[config.mk]
export PLATFORM = sky130hd
export DESIGN_NAME = mf2d_ctrl
export DESIGN_NICKNAME = d
export VERILOG_FILES = /design/src/rtl/assert_macros.svh /design/src/rtl/mf2d_pkg.sv /design/src/rtl/mf2d_ctrl.sv
export SDC_FILE = /design/constraint.sdc
export NUM_CORES = 1
export LEC_CHECK = 0
export CAP_MARGIN = 20
export CORE_AREA = 3 3 40 42
export CTS_CLUSTER_SIZE = 28
export DETAILED_ROUTE_END_ITERATION = 10
export DIE_AREA = 0 0 43 45
export DONT_BUFFER_PORTS = 1
export PLACE_DENSITY = 0.32
export SKIP_CTS_REPAIR_TIMING = 1
export SYNTH_ARGS = -nofsm -noshare
export SYNTH_HDL_FRONTEND = slang
export SYNTH_SLANG_ARGS = --single-unit
[constraint.sdc]
create_clock -name clk -period 1.5 [get_ports clk]
set_clock_uncertainty 0.2 [all_clocks]
set_input_delay 0.15 -clock clk [delete_from_list [all_inputs] [get_ports clk]]
set_output_delay 0.15 -clock clk [all_outputs]
set_load 0.1 [all_outputs]
[src/rtl/assert_macros.svh]
// Assertion macros included by the top-level core
`ifndef ASSERT_MACROS_SVH
`define ASSERT_MACROS_SVH
// Property holds at every edge outside reset
`define ASSERT_CLK(label, clk, rst_n, prop, msg) \
    label: assert property (@(posedge clk) disable iff (!rst_n) (prop)) else $error(msg);
// Implication checked in the cycle after the antecedent
`define ASSERT_NEXT(label, clk, rst_n, ante, cons, msg) \
    label: assert property (@(posedge clk) disable iff (!rst_n) (ante) |=> (cons)) else $error(msg);
`endif

[src/rtl/mf2d_pkg.sv]
// Package for the 2D median filter: constants, types, state encoding
package mf2d_pkg;
    localparam int MAX_WIDTH_DEF  = 1024;
    localparam int MAX_KERNEL_DEF = 7;
    localparam int PIX_W = 8;
    localparam int CFG_AW = 4;

    localparam logic [1:0] REG_WIDTH  = 2'd0;
    localparam logic [1:0] REG_HEIGHT = 2'd1;
    localparam logic [1:0] REG_KW     = 2'd2;
    localparam logic [1:0] REG_KH     = 2'd3;

    typedef enum logic [2:0] {
        ST_IDLE,
        ST_CHECK,
        ST_READ,
        ST_ACC,
        ST_SORT,
        ST_OUT
    } mf2d_state_t;

    // Controller to datapath commands
    typedef struct packed {
        logic take;      // latch input word, write store, advance input position
        logic check;     // compare position against output target
        logic clr_win;   // start window sweep
        logic rd;        // issue store read for current tap
        logic acc;       // count tap against median
        logic pick;      // binary search step
        logic emit;      // load output register, advance output position
        logic restart;   // clear counters
    } mf2d_cmd_t;

    // Datapath status to controller
    typedef struct packed {
        logic skip;      // drain word inside frame: drop
        logic due;       // an output is due for this word
        logic win_done;  // last tap issued
        logic srch_done; // search finished
    } mf2d_sts_t;
endpackage

[src/rtl/mf2d_ctrl.sv]
// Controller state machine for the median filter
module mf2d_ctrl
    import mf2d_pkg::*;
(
    input  logic       clk,
    input  logic       rst_n,
    input  logic       in_valid,
    output logic       in_ready,
    input  logic       out_busy,
    input  mf2d_sts_t  sts,
    output mf2d_cmd_t  cmd
);
    mf2d_state_t state_reg, state_next;

    // State register
    always_ff @(posedge clk or negedge rst_n)
    begin
        if (!rst_n)
            state_reg <= ST_IDLE;
        else
            state_reg <= state_next;
    end

    // Next state
    always_comb
    begin
        state_next = state_reg;
        case (state_reg)
            ST_IDLE:  if (in_valid) state_next = ST_CHECK;
            ST_CHECK:
            begin
                if (sts.skip || !sts.due) state_next = ST_IDLE;
                else state_next = ST_READ;
            end
            ST_READ:  state_next = ST_ACC;
            ST_ACC:   if (sts.win_done) state_next = ST_SORT; else state_next = ST_READ;
            ST_SORT:  if (sts.srch_done) state_next = ST_OUT; else state_next = ST_READ;
            ST_OUT:   if (!out_busy) state_next = ST_IDLE;
            default:  state_next = ST_IDLE;
        endcase
    end

    // Outputs
    always_comb
    begin
        cmd = '0;
        in_ready = 1'b0;
        case (state_reg)
            ST_IDLE:  begin in_ready = 1'b1; cmd.take = in_valid; end
            ST_CHECK: begin cmd.check = 1'b1; cmd.clr_win = 1'b1; end
            ST_READ:  cmd.rd = 1'b1;
            ST_ACC:   cmd.acc = 1'b1;
            ST_SORT:  cmd.pick = 1'b1;
            ST_OUT:   cmd.emit = !out_busy;
            default:  cmd = '0;
        endcase
    end
endmodule

# [Word level (Yosys, flattened, before mapping)]
# Cells that the tools add are included.
# Widths: inputs -> output; s select.
[op_classes] eq_ne=7 muxes=13 n_reduce_logical=5
[ops] cell="$pmux 3 s6" n=1
[ops] cell="$mux 3" n=4
[ops] cell="$eq 3x2->1 const B" n=2
[ops] cell="$eq 3x3->1 const B" n=2
[ops] cell="$mux 1" n=6
[ops] cell="$mux 2" n=2
[ops] cell="$ne 2x2->1 const B" n=2
[ops] cell="$eq 3x1->1 const B" n=1
[ops] cell="$logic_not 3->1" n=1
[ops] cell="$logic_not 1->1" n=2
[ops] cell="$reduce_and 2->1" n=1
[ops] cell="$logic_or 1x1->1" n=1
[word_totals] ff_bits=3 input_bits=8 output_inout_bits=9 wordCells=26

# [Depth between registers and ports, before layout]
# Gate-level depths: netlist (run 1).
[logic_depth] word_depth=4 ltp_mapped=4 depth_no_buf=3

# [Worst setup path before layout (run 1)]
# No wires, ideal clock.
[synth_path] path_kind="reg2out" from="register state_reg[0]" to="output port cmd[7] in the netlist's numbering" arrival_time_ns=3.521 t_required_ns=1.150 setup_slack_ns=-2.371 stages_incl_launch_ff=4 n_path_buf=1 path_cell_list="dfrtp_1 > buf_4 > nor3_1 > and2_1"
[synth_rtl] element="from (decl)" line_no="mf2d_ctrl.sv:13" rtl="mf2d_state_t state_reg, state_next;"
[synth_rtl] element="from (signal assigned)" line_no="mf2d_ctrl.sv:21" rtl="state_reg <= state_next;"
[synth_rtl] element="to (decl)" line_no="mf2d_ctrl.sv:11" rtl="output mf2d_cmd_t cmd"

==> flow_metrics.env, run 1 <==
export IMPL_cp_arrival_ns=1.28
export IMPL_rsz0062_at_grt="yes"
export IMPL_cts_tree="yes"
export IMPL_dpl_hpwl_um=503
export IMPL_io_buffer_count=0
export IMPL_clockRootBuffer="clkbuf_4"
export IMPL_ys_warn_count=0
export IMPL_rows=13
export IMPL_ant_nets=0
export IMPL_cp_start_kind="flip-flop"
export IMPL_fin_util_pct=46.6
export IMPL_critical_path_class="reg2out"
export IMPL_drt_pass1_iter_count=4
export IMPL_die_area_mm2=0.00194
export IMPL_setup_viol=8
export IMPL_fmax_ghz=0.612
export IMPL_cts_sinks=3
export IMPL_fin_nets=58
export IMPL_cts_max_path_buffers=2
export IMPL_antenna_found_initial=0
export IMPL_placed_cell_area_um2=447
export IMPL_yosysSeqAreaShare_pct=33.1
export IMPL_core_area_mm2=0.00128
export IMPL_design_area_um2=599
export IMPL_holdWs_ns=0.00603
export IMPL_cts_htree_levels=1
export IMPL_grt_first_pass_wirelength_um=1020
export IMPL_synth_area_um2=226
export IMPL_clk_pin_slew_ns=0.04
export IMPL_min_path_type="in2reg"
export IMPL_grt_max_degree=8
export IMPL_max_cap_violations=0
export IMPL_hold_violations=0
export IMPL_overflow=0
export IMPL_drive_above_1_share_pct=65.3
export IMPL_cts_buffers=3
export IMPL_period_minus_slack_ns=1.63
export IMPL_antennaDiodeCount=0
export IMPL_post_drt_wl_per_cell_um=10.2
export IMPL_clkLatencyLatePin_ns=0.23
export IMPL_final_cell_mix="7 x buf_12, 5 x dlygate4sd3_1, 5 x buf_4"
export IMPL_initial_core_util_pct=17.6
export IMPL_outcome="finished, violations left"
export IMPL_ys_ff_latch=3
export IMPL_endpoint_kind="primary output"
export IMPL_syn_inst=27
export IMPL_grt_pass1_vias=270
export IMPL_vias=274
export IMPL_ios=17
export IMPL_period_share_pct=109
export IMPL_crit_fanout=6
export IMPL_slew_viol_final=0
export IMPL_drc_errors=0
export IMPL_grt_usage_pct=7.42
export IMPL_syn_nets=35
export IMPL_yosysUniqueCellTypes=18
export IMPL_synth_avg_cell_area_um2=8.39
export IMPL_syn2layout_area_growth_pct=165
export IMPL_cp_required_ns=1.15
export IMPL_wl_um=653
export IMPL_setup_ws_ns=-0.134
export IMPL_violations="setup timing"
export IMPL_drtIter0Drc=1
export IMPL_largest_reg_flops=3
export IMPL_gp_congestion=0.683
export IMPL_die_width_um=43
export IMPL_final_common_cell="buf_12"
export IMPL_die_y_um=45
export IMPL_via_per_inst=4.28
==> cells in the mapped netlist (all sizes together) <==
master	n	share of area, %
nor2	4	6.6
buf	3	9.9
dfrtp	3	33
nor3	3	6.6
o21ai	2	6.1
a21oi	1	2.2
and2	1	2.8
conb	1	1.7
inv	1	1.7
mux2i	1	4.4
nand2	1	1.7
nand2b	1	6.1
nor4bb	1	4.4
o31ai	1	3.3
or2	1	2.8
or2b	1	3.9
or3	1	2.8
==> cell families (layout without fill, tap and decap cells) <==
kind of cell | after synthesis | count (layout) | synth area share (%)
other | 1 | 1 | 1.66
muxes | 1 | 1 | 4.42
DFF | 3 | 3 | 33.1
buffers and inverters | 4 | 26 | 11.6
and+or+nand+nor | 14 | 14 | 37.6
AOI/OAI and AO/OA | 4 | 4 | 11.6
==> area by class of cell <==
cell class                 count  area (µm²)
clock buffer                   4        26.3
fill                         129         686
inverter                       1        3.75
multi-input combinational     20         186
sequential                     3        77.6
tap                           15        18.8
timing repair buffer          21         287
==> per-stage QoR <==
step	worst slack [ns]	std cells	TNS [ns]
6_report	-0.134	64	-0.813
2_1_floorplan	-0.651	27	-2.66
3_3_place_gp	0.0461	49	0
3_5_place_dp	0.0521	49	0
5_1_grt	-0.177	64	-1.17
4_1_cts	-0.199	53	-1.26
==> metal layers <==
| metal | global-route usage (%) | share of wire [%] |
|---|---|---|
| met4 | 9.04 | 2.5 |
| met3 | 1.99 | 8.9 |
| met5 | 0 | 0 |
| met2 | 11.1 | 51 |
| met1 | 7.75 | 37 |
==> path summary, 6_finish.rpt <==
kind	cells past startpoint	endpoint	startpoint	slack, ns
min	3	state_reg[1]	sts[3]	0.006
max	3	cmd[3]	state_reg[2]	-0.13
max reg2reg	4	state_reg[1]	state_reg[0]	0.09
min reg2reg	1	state_reg[0]	state_reg[2]	0.41
max in group asynchronous	2	state_reg[1]	rst_n	0.43
min in group asynchronous	2	state_reg[2]	rst_n	0.51
==> critical path, cell delays in order, from the launching register on <==
cell,delay [ns]
dfrtp_2,0.47
or2b_4,0.30
nor2_4,0.10
buf_12,0.18
Power of run 1 is left out: the tool's default activity adds up to more than one toggle a clock period on the data nets, which glitch-free logic cannot reach.
==> run 2, diff against run 1 <==
- PLACE_DENSITY: 0.32 -> 0.3
==> run 2 against run 1 <==
- clock-buffer cell count stayed put
- largest cell class unchanged
- non-clock buffer count stayed put
- hold slack worse by 0.011 ns
- maximum frequency is 2.7% lower
- critical endpoint is now cmd[6]
- sequential share of layout area is 0.26 points higher
- global-route usage is 0.059 points lower
- final cell count stayed put
- the flow finishes with violations (hold timing, setup timing)
- flip-flop and latch count stayed put
- register-to-register slack better by 0.03 ns
==> flow_metrics.env, run 2 (same netlist as run 1, synthesis figures left out) <==
export IMPL_outcome="finished, violations left"
export IMPL_violations="hold timing, setup timing"
export IMPL_via_per_inst=4.19
export IMPL_hold_violations=1
export IMPL_cts_htree_levels=1
export IMPL_drtIter0Drc=0
export IMPL_die_area_mm2=0.00194
export IMPL_setup_ws_ns=-0.179
export IMPL_cts_buffers=3
export IMPL_core_area_mm2=0.00128
export IMPL_holdWs_ns=-0.00462
export IMPL_period_minus_slack_ns=1.68
export IMPL_cts_max_path_buffers=2
export IMPL_wl_um=739
export IMPL_overflow=0
export IMPL_clk_pin_slew_ns=0.04
export IMPL_slew_viol_final=0
export IMPL_cpPeakStageDelay_ns=0.45
export IMPL_die_width_um=43
export IMPL_ant_nets=0
export IMPL_clkLatencyLatePin_ns=0.24
export IMPL_setup_viol=8
export IMPL_cp_start_kind="flip-flop"
export IMPL_final_cell_mix="7 x buf_12, 6 x buf_4, 5 x dlygate4sd3_1"
export IMPL_crit_fanout=6
export IMPL_min_path_type="in2reg"
export IMPL_syn2layout_area_growth_pct=164
export IMPL_final_common_cell="buf_12"
export IMPL_cp_slowest_cell="dfrtp_2"
export IMPL_fmax_ghz=0.596
export IMPL_endpoint_kind="primary output"
export IMPL_gp_congestion=0.649
export IMPL_ios=17
export IMPL_fin_util_pct=46.4
export IMPL_io_buffer_count=0
export IMPL_period_share_pct=112
export IMPL_antennaDiodeCount=0
export IMPL_grt_usage_pct=7.36
export IMPL_critical_path_class="reg2out"
export IMPL_cts_tree="yes"
export IMPL_clockRootBuffer="clkbuf_4"
export IMPL_largest_reg_flops=3
export IMPL_cp_cell_sequence="buf_6 > nor3_4 > clkbuf_16"
export IMPL_die_y_um=45
export IMPL_max_cap_violations=0
export IMPL_antenna_found_initial=0
export IMPL_dpl_hpwl_um=553
export IMPL_grt_first_pass_wirelength_um=1010
export IMPL_initial_core_util_pct=17.6
export IMPL_cp_required_ns=1.15
export IMPL_drc_errors=0
export IMPL_drive_above_1_share_pct=65.3
export IMPL_post_drt_wl_per_cell_um=11.5
export IMPL_vias=268
export IMPL_fin_nets=58
export IMPL_grt_max_degree=8
export IMPL_rows=13
export IMPL_grt_pass1_vias=229
export IMPL_cp_arrival_ns=1.33
export IMPL_cts_sinks=3
export IMPL_drt_pass1_iter_count=1
export IMPL_rsz0062_at_grt="yes"
-- run 2: changes by cell type in the layout (fill, tap and decap cells not counted) --
cell,delta
buf_6,-1
inv_1,+1
buf_4,+1
dfrtp_1,-1
dfrtp_2,+1
inv_2,-1
-- run 2: layout make-up --
type / instances / area [µm²]
Clock buffer: 4 / 26.3
Sequential cell: 3 / 78.8
Multi-Input combinational cell: 20 / 186
Tap cell: 15 / 18.8
Fill cell: 124 / 688
Timing Repair Buffer: 21 / 283
Inverter: 1 / 3.75
-- run 2: path summary, 6_finish.rpt --
path                              start            to  slack (ns)  depth (start not counted)
setup / recovery           state_reg[1]        cmd[6]       -0.18                          3
hold reg to reg            state_reg[2]  state_reg[0]        0.47                          2
min in group asynchronous         rst_n  state_reg[1]        0.50                          2
max in group asynchronous         rst_n  state_reg[0]        0.44                          2
setup reg to reg           state_reg[1]  state_reg[1]        0.12                          4
hold / removal                   sts[3]  state_reg[1]      -0.005                          3
-- run 2: per-layer routing --
layer	vias to the layer above	global-route usage (%)	wire length, µm
met5	-	0	0
met4	0	5.42	19
met3	2	0.797	56
met2	15	11.4	364
met1	118	9.54	298
li1	133	-	-
-- run 2: metrics by stage --
step           setup WS [ns]  instances  instance area [µm²]  hold WS (ns)  TNS, ns
3_3_place_gp          0.0218         51                  462        -0.346        0
5_1_grt               -0.208         64                  597        0.0204    -1.16
6_report              -0.179         64                  597      -0.00462   -0.890
3_5_place_dp          0.0170         51                  462        -0.346        0
2_1_floorplan         -0.651         27                  297        -0.346    -2.66
4_1_cts               -0.234         55                  488        -0.594    -1.17
-- run 2: worst max-delay path, delay by kind of cell, from the launching register on --
kind,cells,cell delay [ns]
buffers and inverters,2,0.39
DFF,1,0.45
and+or+nand+nor,1,0.25
Power of run 2 is left out for the same reason.
